[config.mk]
export PLATFORM = sky130hd
export DESIGN_NAME = byte_ring_fifo_unit_flat
export DESIGN_NICKNAME = d
export VERILOG_FILES = /design/src/brf_pkg.sv /design/src/brf_in_if.sv /design/src/brf_out_if.sv /design/src/byte_ring_fifo_unit.sv /design/src/brf_ram.sv /design/src/brf_ctrl.sv /design/src/brf_datapath.sv /design/src/flat_wrapper.sv
export SDC_FILE = /design/constraint.sdc
export NUM_CORES = 2
export LEC_CHECK = 0
export BUFFER_PORTS_ARGS = -buffer_cell sky130_fd_sc_hd__buf_4
export CORE_MARGIN = 1
export CORE_UTILIZATION = 41
export CTS_CLUSTER_SIZE = 30
export DETAILED_ROUTE_END_ITERATION = 6
export GPL_TIMING_DRIVEN = 0
export HOLD_SLACK_MARGIN = 0.06
export RECOVER_POWER = 100
export SYNTH_ARGS = -nofsm -noshare
export SYNTH_HDL_FRONTEND = slang
export SYNTH_SLANG_ARGS = --single-unit
[constraint.sdc]
create_clock -name clk -period 5.9 [get_ports clk]
set_input_delay 0.295 -clock clk [delete_from_list [all_inputs] [get_ports clk]]
set_output_delay 0.295 -clock clk [all_outputs]
set_load 0.02 [all_outputs]
[src/brf_pkg.sv]
package brf_pkg;

  // Default ring size in byte slots; one slot always stays empty.
  localparam int DEPTH_DEF = 256;

  // Answer of a read that finds the ring empty.
  localparam logic [7:0] EMPTY_READ_VALUE = 8'hFF;

  // Largest fill level the result field can show.
  localparam int FILL_SAT = 255;

  typedef enum logic [1:0] {
    OP_WRITE   = 2'd0,
    OP_READ    = 2'd1,
    OP_DISCARD = 2'd2,
    OP_FLUSH   = 2'd3
  } op_t;

  typedef enum logic {
    CTL_IDLE = 1'b0,
    CTL_HOLD = 1'b1
  } ctl_state_t;

  // Command from the controller to the datapath.
  typedef struct packed {
    logic accept;   // an input transaction completes at this edge
  } ctl_cmd_t;

endpackage

[src/brf_in_if.sv]
interface brf_in_if;
  logic       valid;
  logic       ready;
  logic [1:0] opcode;
  logic [7:0] data_byte;
  logic [8:0] remove_count;

  modport source (output valid, output opcode, output data_byte, output remove_count,
                  input ready);
  modport sink (input valid, input opcode, input data_byte, input remove_count,
                output ready);
endinterface

[src/brf_out_if.sv]
interface brf_out_if;
  logic       valid;
  logic       ready;
  logic [7:0] read_byte;
  logic       accepted;
  logic [8:0] discarded;
  logic [7:0] fill_level;
  logic       full_res;

  modport source (output valid, output read_byte, output accepted, output discarded,
                  output fill_level, output full_res, input ready);
  modport sink (input valid, input read_byte, input accepted, input discarded,
                input fill_level, input full_res, output ready);
endinterface

[src/byte_ring_fifo_unit.sv]
// The result of an accepted input transaction appears in the cycle after it is accepted.
// Throughput: one transaction per cycle while the result side keeps taking results.
// Read data comes straight from the registered read port of the byte store RAM.
// Reset (rst_n low, synchronous) empties the ring and the result register.
// The byte store itself is not cleared; it holds undefined data until written.
module byte_ring_fifo_unit #(
  parameter int DEPTH = brf_pkg::DEPTH_DEF
) (
  input  logic      clk,
  input  logic      rst_n,
  brf_in_if.sink    in_ch,
  brf_out_if.source out_ch
);

  // Fill level reported when the ring holds its maximum, after saturation.
  localparam logic [7:0] FILL_FULL =
    (DEPTH - 1 > brf_pkg::FILL_SAT) ? 8'(brf_pkg::FILL_SAT) : 8'(DEPTH - 1);

  brf_pkg::ctl_cmd_t cmd;

  // The controller owns the handshake. It holds one result at a time and lets
  // the next input transaction in during the same cycle the held result leaves,
  // so a steady stream passes at one transaction per cycle while results are taken.
  brf_ctrl u_ctrl (
    .clk       (clk),
    .rst_n     (rst_n),
    .in_valid  (in_ch.valid),
    .out_ready (out_ch.ready),
    .in_ready  (in_ch.ready),
    .out_valid (out_ch.valid),
    .cmd       (cmd)
  );

  // The datapath keeps the read and write pointers, the byte store and the
  // result register. All pointer arithmetic wraps modulo DEPTH with an explicit
  // compare against DEPTH, so DEPTH need not be a power of two. A read of the
  // oldest byte is issued to the RAM at the accept edge and its data appears
  // on the result port together with the rest of the result.
  brf_datapath #(
    .DEPTH (DEPTH)
  ) u_dp (
    .clk          (clk),
    .rst_n        (rst_n),
    .cmd          (cmd),
    .opcode       (in_ch.opcode),
    .data_byte    (in_ch.data_byte),
    .remove_count (in_ch.remove_count),
    .read_byte    (out_ch.read_byte),
    .accepted     (out_ch.accepted),
    .discarded    (out_ch.discarded),
    .fill_level   (out_ch.fill_level),
    .full_res     (out_ch.full_res)
  );

`ifndef SYNTHESIS
  // Every accepted transaction leaves a result behind it.
  a_result_follows: assert property (@(posedge clk) disable iff (!rst_n)
    cmd.accept |=> out_ch.valid)
    else $error("no result after an accepted transaction");

  // A full ring always reports the largest fill level.
  a_full_level: assert property (@(posedge clk) disable iff (!rst_n)
    (out_ch.valid && out_ch.full_res) |-> (out_ch.fill_level == FILL_FULL))
    else $error("full flag without maximum fill level");

  // A discard never reports an accepted byte.
  a_discard_flag: assert property (@(posedge clk) disable iff (!rst_n)
    (out_ch.valid && (out_ch.discarded != 9'd0)) |-> !out_ch.accepted)
    else $error("discard result marked accepted");

  // An accepted result never carries a discard count.
  a_empty_read: assert property (@(posedge clk) disable iff (!rst_n)
    (out_ch.valid && out_ch.accepted) |-> (out_ch.discarded == 9'd0))
    else $error("accepted result with discard count");
`endif

endmodule

[src/brf_ram.sv]
module brf_ram #(
  parameter int WIDTH = 8,
  parameter int DEPTH = brf_pkg::DEPTH_DEF
) (
  input  logic                     clk,
  input  logic                     we,
  input  logic [$clog2(DEPTH)-1:0] waddr,
  input  logic [WIDTH-1:0]         wdata,
  input  logic                     re,
  input  logic [$clog2(DEPTH)-1:0] raddr,
  output logic [WIDTH-1:0]         rdata
);

  logic [WIDTH-1:0] mem [DEPTH];

  always_ff @(posedge clk) begin
    if (we) begin
      mem[waddr] <= wdata;
    end
    if (re) begin
      rdata <= mem[raddr];
    end
  end

endmodule

[src/brf_ctrl.sv]
module brf_ctrl (
  input  logic              clk,
  input  logic              rst_n,
  input  logic              in_valid,
  input  logic              out_ready,
  output logic              in_ready,
  output logic              out_valid,
  output brf_pkg::ctl_cmd_t cmd
);

  brf_pkg::ctl_state_t state_r, state_nxt;
  logic                take;

  // A new item may enter when the result register is empty or is being emptied.
  assign take = in_valid && ((state_r == brf_pkg::CTL_IDLE) || out_ready);

  always_comb begin
    state_nxt = state_r;
    case (state_r)
      brf_pkg::CTL_IDLE: begin
        if (in_valid) state_nxt = brf_pkg::CTL_HOLD;
      end
      brf_pkg::CTL_HOLD: begin
        if (out_ready && !in_valid) state_nxt = brf_pkg::CTL_IDLE;
      end
      default: state_nxt = brf_pkg::CTL_IDLE;
    endcase
  end

  always_comb begin
    in_ready   = 1'b0;
    out_valid  = 1'b0;
    cmd.accept = take;
    case (state_r)
      brf_pkg::CTL_IDLE: begin
        in_ready = 1'b1;
      end
      brf_pkg::CTL_HOLD: begin
        in_ready  = out_ready;
        out_valid = 1'b1;
      end
      default: begin
        in_ready  = 1'b0;
        out_valid = 1'b0;
      end
    endcase
  end

  always_ff @(posedge clk) begin
    if (!rst_n) begin
      state_r <= brf_pkg::CTL_IDLE;
    end else begin
      state_r <= state_nxt;
    end
  end

endmodule

[src/brf_datapath.sv]
module brf_datapath #(
  parameter int DEPTH = brf_pkg::DEPTH_DEF
) (
  input  logic              clk,
  input  logic              rst_n,
  input  brf_pkg::ctl_cmd_t cmd,
  input  logic [1:0]        opcode,
  input  logic [7:0]        data_byte,
  input  logic [8:0]        remove_count,
  output logic [7:0]        read_byte,
  output logic              accepted,
  output logic [8:0]        discarded,
  output logic [7:0]        fill_level,
  output logic              full_res
);

  localparam int PW = $clog2(DEPTH);
  localparam int SW = ((PW > 9) ? PW : 9) + 1;
  localparam logic [PW-1:0] LAST_PTR = PW'(DEPTH - 1);
  localparam logic [SW-1:0] DEPTH_S  = SW'(DEPTH);
  localparam logic [SW-1:0] SAT_S    = SW'(brf_pkg::FILL_SAT);

  logic [PW-1:0] rp_r, rp_nxt, wp_r, wp_nxt;
  logic [PW-1:0] held, wp_inc, rp_inc, rp_adv, fill_nxt;
  logic [SW-1:0] held_s, cnt_s, sum_s, fill_s;
  logic          is_full, ram_we, ram_re;
  logic [7:0]    ram_q;
  brf_pkg::op_t  op;

  logic          use_ram_r, use_ram_nxt;
  logic [7:0]    rd_const_r, rd_const_nxt;
  logic          acc_r, acc_nxt;
  logic [8:0]    disc_r, disc_nxt;
  logic [7:0]    fill_r, fill_out;
  logic          full_r;

  assign op = brf_pkg::op_t'(opcode);

  always_comb begin
    if (wp_r >= rp_r) begin
      held = wp_r - rp_r;
    end else begin
      held = PW'(SW'(wp_r) + DEPTH_S - SW'(rp_r));
    end
  end

  assign wp_inc  = (wp_r == LAST_PTR) ? '0 : wp_r + 1'b1;
  assign rp_inc  = (rp_r == LAST_PTR) ? '0 : rp_r + 1'b1;
  assign is_full = (rp_r == wp_inc);
  assign held_s  = SW'(held);
  assign cnt_s   = SW'(remove_count);
  assign sum_s   = SW'(rp_r) + cnt_s;
  assign rp_adv  = (sum_s >= DEPTH_S) ? PW'(sum_s - DEPTH_S) : PW'(sum_s);

  always_comb begin
    rp_nxt       = rp_r;
    wp_nxt       = wp_r;
    fill_nxt     = held;
    ram_we       = 1'b0;
    ram_re       = 1'b0;
    use_ram_nxt  = 1'b0;
    rd_const_nxt = 8'd0;
    acc_nxt      = 1'b0;
    disc_nxt     = 9'd0;
    case (op)
      brf_pkg::OP_WRITE: begin
        if (!is_full) begin
          ram_we   = cmd.accept;
          wp_nxt   = wp_inc;
          acc_nxt  = 1'b1;
          fill_nxt = held + 1'b1;
        end
      end
      brf_pkg::OP_READ: begin
        if (held != '0) begin
          ram_re      = cmd.accept;
          rp_nxt      = rp_inc;
          use_ram_nxt = 1'b1;
          acc_nxt     = 1'b1;
          fill_nxt    = held - 1'b1;
        end else begin
          rd_const_nxt = brf_pkg::EMPTY_READ_VALUE;
        end
      end
      brf_pkg::OP_DISCARD: begin
        if (cnt_s >= held_s) begin
          rp_nxt   = '0;
          wp_nxt   = '0;
          disc_nxt = held_s[8:0];
          fill_nxt = '0;
        end else begin
          rp_nxt   = rp_adv;
          disc_nxt = remove_count;
          fill_nxt = PW'(held_s - cnt_s);
        end
      end
      brf_pkg::OP_FLUSH: begin
        rp_nxt   = '0;
        wp_nxt   = '0;
        fill_nxt = '0;
      end
      default: begin
        rp_nxt   = '0;
        wp_nxt   = '0;
        fill_nxt = '0;
      end
    endcase
  end

  assign fill_s   = SW'(fill_nxt);
  assign fill_out = (fill_s > SAT_S) ? 8'hFF : fill_s[7:0];

  brf_ram #(
    .WIDTH (8),
    .DEPTH (DEPTH)
  ) u_store (
    .clk   (clk),
    .we    (ram_we),
    .waddr (wp_r),
    .wdata (data_byte),
    .re    (ram_re),
    .raddr (rp_r),
    .rdata (ram_q)
  );

  always_ff @(posedge clk) begin
    if (!rst_n) begin
      rp_r <= '0;
      wp_r <= '0;
    end else if (cmd.accept) begin
      rp_r <= rp_nxt;
      wp_r <= wp_nxt;
    end
  end

  always_ff @(posedge clk) begin
    if (cmd.accept) begin
      use_ram_r  <= use_ram_nxt;
      rd_const_r <= rd_const_nxt;
      acc_r      <= acc_nxt;
      disc_r     <= disc_nxt;
      fill_r     <= fill_out;
      full_r     <= (fill_nxt == LAST_PTR);
    end
  end

  // The RAM output only changes on a read, which always reloads the result.
  assign read_byte  = use_ram_r ? ram_q : rd_const_r;
  assign accepted   = acc_r;
  assign discarded  = disc_r;
  assign fill_level = fill_r;
  assign full_res   = full_r;

endmodule
[src/flat_wrapper.sv]
// flat-port wrapper written by rule: the top's interface ports become plain ports
module byte_ring_fifo_unit_flat 
#(
  parameter int DEPTH = brf_pkg::DEPTH_DEF
)
  (clk, rst_n, in_ch_valid, in_ch_opcode, in_ch_data_byte, in_ch_remove_count, in_ch_ready, out_ch_valid, out_ch_read_byte, out_ch_accepted, out_ch_discarded, out_ch_fill_level, out_ch_full_res, out_ch_ready);
  brf_in_if in_ch_i ();
  brf_out_if out_ch_i ();
  input  logic clk;
  input  logic rst_n;
  input wire logic [$bits(in_ch_i.valid)-1:0] in_ch_valid;
  input wire logic [$bits(in_ch_i.opcode)-1:0] in_ch_opcode;
  input wire logic [$bits(in_ch_i.data_byte)-1:0] in_ch_data_byte;
  input wire logic [$bits(in_ch_i.remove_count)-1:0] in_ch_remove_count;
  output wire logic [$bits(in_ch_i.ready)-1:0] in_ch_ready;
  output wire logic [$bits(out_ch_i.valid)-1:0] out_ch_valid;
  output wire logic [$bits(out_ch_i.read_byte)-1:0] out_ch_read_byte;
  output wire logic [$bits(out_ch_i.accepted)-1:0] out_ch_accepted;
  output wire logic [$bits(out_ch_i.discarded)-1:0] out_ch_discarded;
  output wire logic [$bits(out_ch_i.fill_level)-1:0] out_ch_fill_level;
  output wire logic [$bits(out_ch_i.full_res)-1:0] out_ch_full_res;
  input wire logic [$bits(out_ch_i.ready)-1:0] out_ch_ready;
  assign in_ch_i.valid = in_ch_valid;
  assign in_ch_i.opcode = in_ch_opcode;
  assign in_ch_i.data_byte = in_ch_data_byte;
  assign in_ch_i.remove_count = in_ch_remove_count;
  assign in_ch_ready = in_ch_i.ready;
  assign out_ch_valid = out_ch_i.valid;
  assign out_ch_read_byte = out_ch_i.read_byte;
  assign out_ch_accepted = out_ch_i.accepted;
  assign out_ch_discarded = out_ch_i.discarded;
  assign out_ch_fill_level = out_ch_i.fill_level;
  assign out_ch_full_res = out_ch_i.full_res;
  assign out_ch_i.ready = out_ch_ready;
  byte_ring_fifo_unit #(.DEPTH(DEPTH)) u_core (.clk(clk), .rst_n(rst_n), .in_ch(in_ch_i), .out_ch(out_ch_i));
endmodule
* Yosys cells after proc, flatten, opt, wreduce, memory -nomap -nowiden
Memory sizes are Yosys's and may differ from the RTL's. A register that Yosys moved wholly into a read port is not among the register bits. Index checks and enable logic that the tools add are counted. W data, S select, Z words.
Storage, ports and cells: bits in registers 45, RAM bits 2048, logic and storage cells 79, memories kept 1
Operators by class: add/subtract/negate cells 10, $lt $le $gt $ge 4, eq/ne operators 10, multiplexer cells 31, bitwise logic cells 2, reduce and logical (&&, ||, !) cells 11
Memory list:
- u_core.u_dp.u_store.mem | depth 256, width 8, read ports 1, clocked after Yosys merged registers in 1, wr ports 1, RTL line brf_ram.sv:14 | logic [WIDTH-1:0] mem [DEPTH];
Operator list (number):
- $mux W8 | 14
- $pmux W8 S3 | 2
- $add A8 B1 Y8 const B | 4
- $pmux W8 S4 | 1
- $eq A8 B8 Y1 const B | 3
- $sub A8 B8 Y8 | 3
- $sub A8 B1 Y8 const B | 2
- $mux W1 | 11
- $add A8 B9 Y10 | 1
- $ge A10 B9 Y1 const B | 1
- $ge A9 B8 Y1 | 1
- $eq A8 B8 Y1 | 1
- $ge A8 B8 Y1 | 1
- $gt A8 B8 Y1 const B | 1
- $reduce_bool A8 Y1 | 1
- $ne A2 B2 Y1 const B | 3
- $pmux W1 S2 | 3
- $reduce_bool A3 Y1 | 2
- $eq A2 B2 Y1 const B | 2
- $reduce_and A4 Y1 | 1
- $reduce_and A3 Y1 | 1
- $eq A2 B1 Y1 const B | 1
- $logic_and A1 B1 Y1 | 2
- $logic_not A2 Y1 | 1
- other kinds (4) | 5

* Logic depth before layout (Yosys ltp)
depth after elaboration 7, depth in mapped cells 22, depth with buffers taken out 18

* By module
A second synthesis with hierarchy kept.
Second synthesis, totals: cell total of the unflattened synthesis 4189, area, all modules 83481.3 sq um
Modules (own cells, without submodules):
- brf_ram | times used 1, cells an instance 3733, area an instance 79636.4 sq um
- brf_datapath | times used 1, cells an instance 451, area an instance 3787.4 sq um
- brf_ctrl | times used 1, cells an instance 5, area an instance 57.6 sq um

* Least setup slack after synthesis
No wires, ideal clock.
path kind register to register, start reg u_core.u_dp.rp_r[1], end reg u_core.u_dp.disc_r[5], in the netlist u_core.u_dp.discarded[5], data pin, arrival 4961 ps, data required time 5636 ps, setup slack 675 ps, stages on the path, launching flop included 22, clock period less this slack 5225 ps, path through dfxtp_1 -> buf_2 -> clkbuf_1 -> buf_2 -> buf_1 -> inv_1 -> fa_1 -> nand3_1 -> and2_1 -> buf_4 -> nor3_1 -> or3_1 -> buf_4 -> ha_1 -> and4_1 -> o21ai_0 -> nor2_1 -> a2111oi_1 -> clkbuf_1 -> nor2_1 -> a21oi_1 -> nor2_1
On the way: longest elaborated chain between the ends 4, elaborated cells between the ends (all ways) 6, those cells by class add/sub (2); order compare (2); mux (2)
RTL lines:
- start: declaration | RTL line brf_datapath.sv:23 | logic [PW-1:0] rp_r, rp_nxt, wp_r, wp_nxt;
- start signal: assignment | RTL line brf_datapath.sv:131 | rp_r <= rp_nxt;
- $sub A8 B8 Y8, or another cell as far along | RTL line brf_datapath.sv:43 | held = PW'(SW'(wp_r) + DEPTH_S - SW'(rp_r));
- $mux W8 * | RTL line brf_datapath.sv:40 | if (wp_r >= rp_r) begin
- $ge A9 B8 Y1 | RTL line brf_datapath.sv:86 | if (cnt_s >= held_s) begin
- $mux W8 * | RTL line brf_datapath.sv:86
- end signal: assignment | RTL line brf_datapath.sv:141 | disc_r <= disc_nxt;
- end: declaration | RTL line brf_datapath.sv:33 | logic [8:0] disc_r, disc_nxt;
Mark *: on every way between the ends. The rest lies on a longest branch, timed or not. A chain may end at the register's enable or synchronous reset.

* Worst setup path after layout
start reg u_core.u_dp.wp_r[1], end mem u_core.u_dp.u_store.mem[143][7] (enable)
On the way: longest elaborated chain between the ends 7, elaborated cells between the ends (all ways) 8, those cells by class add/sub (1); eq/ne (2); mux (5)
RTL lines:
- start: declaration | RTL line brf_datapath.sv:23
- start signal: assignment | RTL line brf_datapath.sv:132 | wp_r <= wp_nxt;
- $add A8 B1 Y8 / $eq A8 B8 Y1 (equally long branches) | RTL line brf_datapath.sv:47 | assign wp_inc = (wp_r == LAST_PTR) ? '0 : wp_r + 1'b1;
- $mux W8 | RTL line brf_datapath.sv:47
- $eq A8 B8 Y1 | RTL line brf_datapath.sv:49 | assign is_full = (rp_r == wp_inc);
- $mux W1 | RTL line brf_datapath.sv:67 | if (!is_full) begin
- $mux W1 | RTL line brf_datapath.sv:65 | case (op)
- $mux W1 | RTL line brf_ram.sv:17 | if (we) begin
- $mux W1 (not written as such) | RTL line brf_ram.sv:18 | mem[waddr] <= wdata;
- end: declaration | RTL line brf_ram.sv:14
Several ways; a longest one is shown, not always the timed one.

==> flow_metrics.env <==
export IMPL_final_setup_worst_slack_ns=-0.222
export IMPL_first_global_vias=40800
export IMPL_port_buffers=51
export IMPL_critPathRequiredTime_ns=6.35
export IMPL_grt_pass1_wl_um=332000
export IMPL_r2r_slack_ns=-0.22
export IMPL_route_detailed_drc=2
export IMPL_die_w_um=452
export IMPL_syn_area_sq_um=82900
export IMPL_crit_arrival_ns=6.57
export IMPL_final_cell_mix="edfxtp_1, mux4_2, nor2_1"
export IMPL_tightest_slew_ns=6.52
export IMPL_cts_made_buffers=209
export IMPL_final_area_sq_um=93700
export IMPL_initialDrtViolationCount=6038
export IMPL_hold_viol=0
export IMPL_ir_drop_v=0.000324
export IMPL_max_cap_viol_count=10
export IMPL_yosys_warnings=0
export IMPL_r2r_start="u_core.u_dp.wp_r[1]"
export IMPL_viasPerCell=6.02
export IMPL_critPathMaxFanout=11
export IMPL_yosysSeqAreaShare=0.757
export IMPL_synth_avg_cell_area_sq_um=22.3
export IMPL_cts_tree="done"
export IMPL_cp_startpoint="u_core.u_dp.wp_r[1]"
export IMPL_outcome="finished, violations left"
export IMPL_setup_violations=336
export IMPL_drt_wl_total_um=242000
export IMPL_synth_main_ff_cell="edfxtp_1"
export IMPL_design_power_total_mw=32.0
export IMPL_maxSlewViolCount=1114
export IMPL_synth_edf_count=2077
export IMPL_clk_pin_slew_ns=0.06
export IMPL_syn_to_final_growth_pct=13.0
export IMPL_track_usage=0.238
export IMPL_drt_wirelength_per_cell_um=35.4
export IMPL_ys_types=71
export IMPL_startpoint_type="register"
export IMPL_die_h_um=452
export IMPL_gp_congestion=0.918
export IMPL_syn_num_nets=3785
export IMPL_antenna_found_initial=10
export IMPL_fp_row_count=164
export IMPL_synth_cells=3722
export IMPL_die_area_sq_um=204000
export IMPL_start_util=0.414
export IMPL_cts_sinks=2094
export IMPL_grt_max_degree=157
export IMPL_h_tree_depth=4
export IMPL_cts_buffer_depth=3
export IMPL_utilization=0.468
export IMPL_max_clock_freq_mhz=163
export IMPL_worstSetupPathType="reg -> reg"
export IMPL_vias=41200
export IMPL_maxSlewHeadroom=-3.35
export IMPL_skew_ns=0.0769
export IMPL_leakagePower_nw=28.3
export IMPL_fin_nets=4078
export IMPL_io_pins=52
export IMPL_gr_total_overflow=0
export IMPL_coreArea_sq_um=200000
export IMPL_placed_area_sq_um=86900
export IMPL_antenna_left=0
export IMPL_min_from="out_ch_ready"
export IMPL_post_route_period_util=1.04
export IMPL_cp_end_kind="register"
export IMPL_cts_root_buf="clkbuf_16"
export IMPL_hold_class="in -> reg"
export IMPL_firstDrtPassIters=7
export IMPL_layout_commonest_cell="edfxtp_1"
export IMPL_drive_gt1_frac=0.268
export IMPL_ys_seq_elements=2094
export IMPL_hpwlAfterDp_um=159000
export IMPL_rsz0062_at_grt="yes"
export IMPL_power_density_nw_per_um2=342
export IMPL_whs_ns=0.358
export IMPL_synthArstFlopShare=0
export IMPL_violations="DRC, capacitance limit, slew limit, setup timing"
export IMPL_fin_crit_ns=6.12
export IMPL_clk_insertion_delay_late_ns=0.87
-- critical path: stages (launching register included) --
cell      delay [ns]
dfxtp_1         0.64
ha_1            0.23
buf_2           0.24
nand3_1         0.45
nor2_1          0.36
o21ai_0         0.15
nand4_1         0.28
nor2_1          0.24
nor3_1          0.85
clkbuf_1        0.46
nand3_1         0.62
clkbuf_1        0.40
nor2_1          0.76
-- cell type report --
cell class / instances / area (sq um)
inverters: 36 / 135
fillers: 16700 / 107000
clock inverters: 127 / 1190
repair buffers: 85 / 657
plain buffers: 213 / 998
well taps: 2656 / 3320
flip-flops and latches: 2094 / 62700
diodes: 3 / 7.51
clock buffers: 258 / 5480
multi-input cells: 1376 / 19200
-- repair_timing --
item,4_1_cts,5_1_grt
pin swaps,0,0
setup endpoints to repair,42,325
hold endpoints to repair,503,0
hold buffers,21,0
resized for setup,13,35
setup buffers,0,4
cloned,0,0
-- sequential cells by signal (all words and copies together), names as in the netlist --
| name | flops |
|---|---|
| u_core.u_dp.full_res | 1 |
| u_core.u_dp.use_ram_r | 1 |
| u_core.u_dp.fill_level | 8 |
| u_core.u_dp.wp_r | 8 |
| u_core.u_dp.rp_r | 8 |
| u_core.u_ctrl.state_r | 1 |
| u_core.u_dp.rd_const_r | 1 |
| u_core.u_dp.u_store.rdata | 8 |
| u_core.u_dp.u_store.mem | 2048 |
| u_core.u_dp.accepted | 1 |
| u_core.u_dp.discarded | 9 |
-- routing by layer --
metal | GRT usage | vias up | wire, um
li1 | - | 16300 | -
met1 | 0.321 | 22400 | 93200
met2 | 0.373 | 2154 | 115000
met3 | 0.0553 | 425 | 23200
met4 | 0.0972 | 0 | 10600
met5 | 0 | - | 0
-- cells in the mapped netlist, drive strengths merged, types with 6 or more instances --
cell / count / area, sq um
a211oi: 12 / 90.1
a21o: 8 / 60.1
clkbuf: 117 / 439
o21a: 6 / 45.0
xor2: 13 / 121
a31oi: 9 / 56.3
a21oi: 32 / 164
o21ai: 26 / 130
nand2b: 6 / 37.5
xnor2: 24 / 229
nor2b: 10 / 62.6
buf: 99 / 505
nor2: 304 / 1140
nor3: 15 / 75.1
nand3: 29 / 145
nand2: 73 / 274
or3: 6 / 37.5
and3: 13 / 81.3
nor4: 6 / 43.8
ha: 37 / 463
and2: 9 / 56.3
mux4: 674 / 15200
dfxtp: 17 / 340
edfxtp: 2077 / 62400
inv: 34 / 128
nand4: 7 / 43.8
-- cells by family after synthesis --
kind of cell | Yosys count | synth area share
XOR/XNOR | 37 | 0.00423
buffers and inverters | 252 | 0.0130
other | 1 | 0.0000453
AO/OA/AOI/OAI | 128 | 0.0105
flip-flops | 2094 | 0.757
AND/OR/NAND/NOR | 493 | 0.0256
adder cells (fa/ha/maj) | 40 | 0.00631
multiplexers | 677 | 0.184
-- path summary, 6_finish.rpt --
path                                                   endpoint  cells after the start
worst max-delay path            u_core.u_dp.u_store.mem[143][7]                     12
worst min-delay path                      u_core.u_ctrl.state_r                      4
worst min register to register              u_core.u_dp.rp_r[2]                      2
worst max register to register  u_core.u_dp.u_store.mem[143][7]                     12
-- power breakdown --
group	switching, mW	leakage (nW)	internal [mW]
registers	0.0105	18.8	16.4
clock network	5.70	3.26	7.34
logic	1.59	6.19	0.950
-- metrics by stage --
step | TNS (ns) | std cells | setup WS, ns
6_report | -26.45 | 6848 | -0.222
5_1_grt | -75.67 | 6846 | -0.232
4_1_cts | 0 | 6840 | 0.0360
3_5_place_dp | -58.96 | 6437 | -2.11
3_3_place_gp | -58.15 | 6429 | -2.04
2_1_floorplan | 0 | 3722 | 0.675
(Power assumes the default switching activity.)
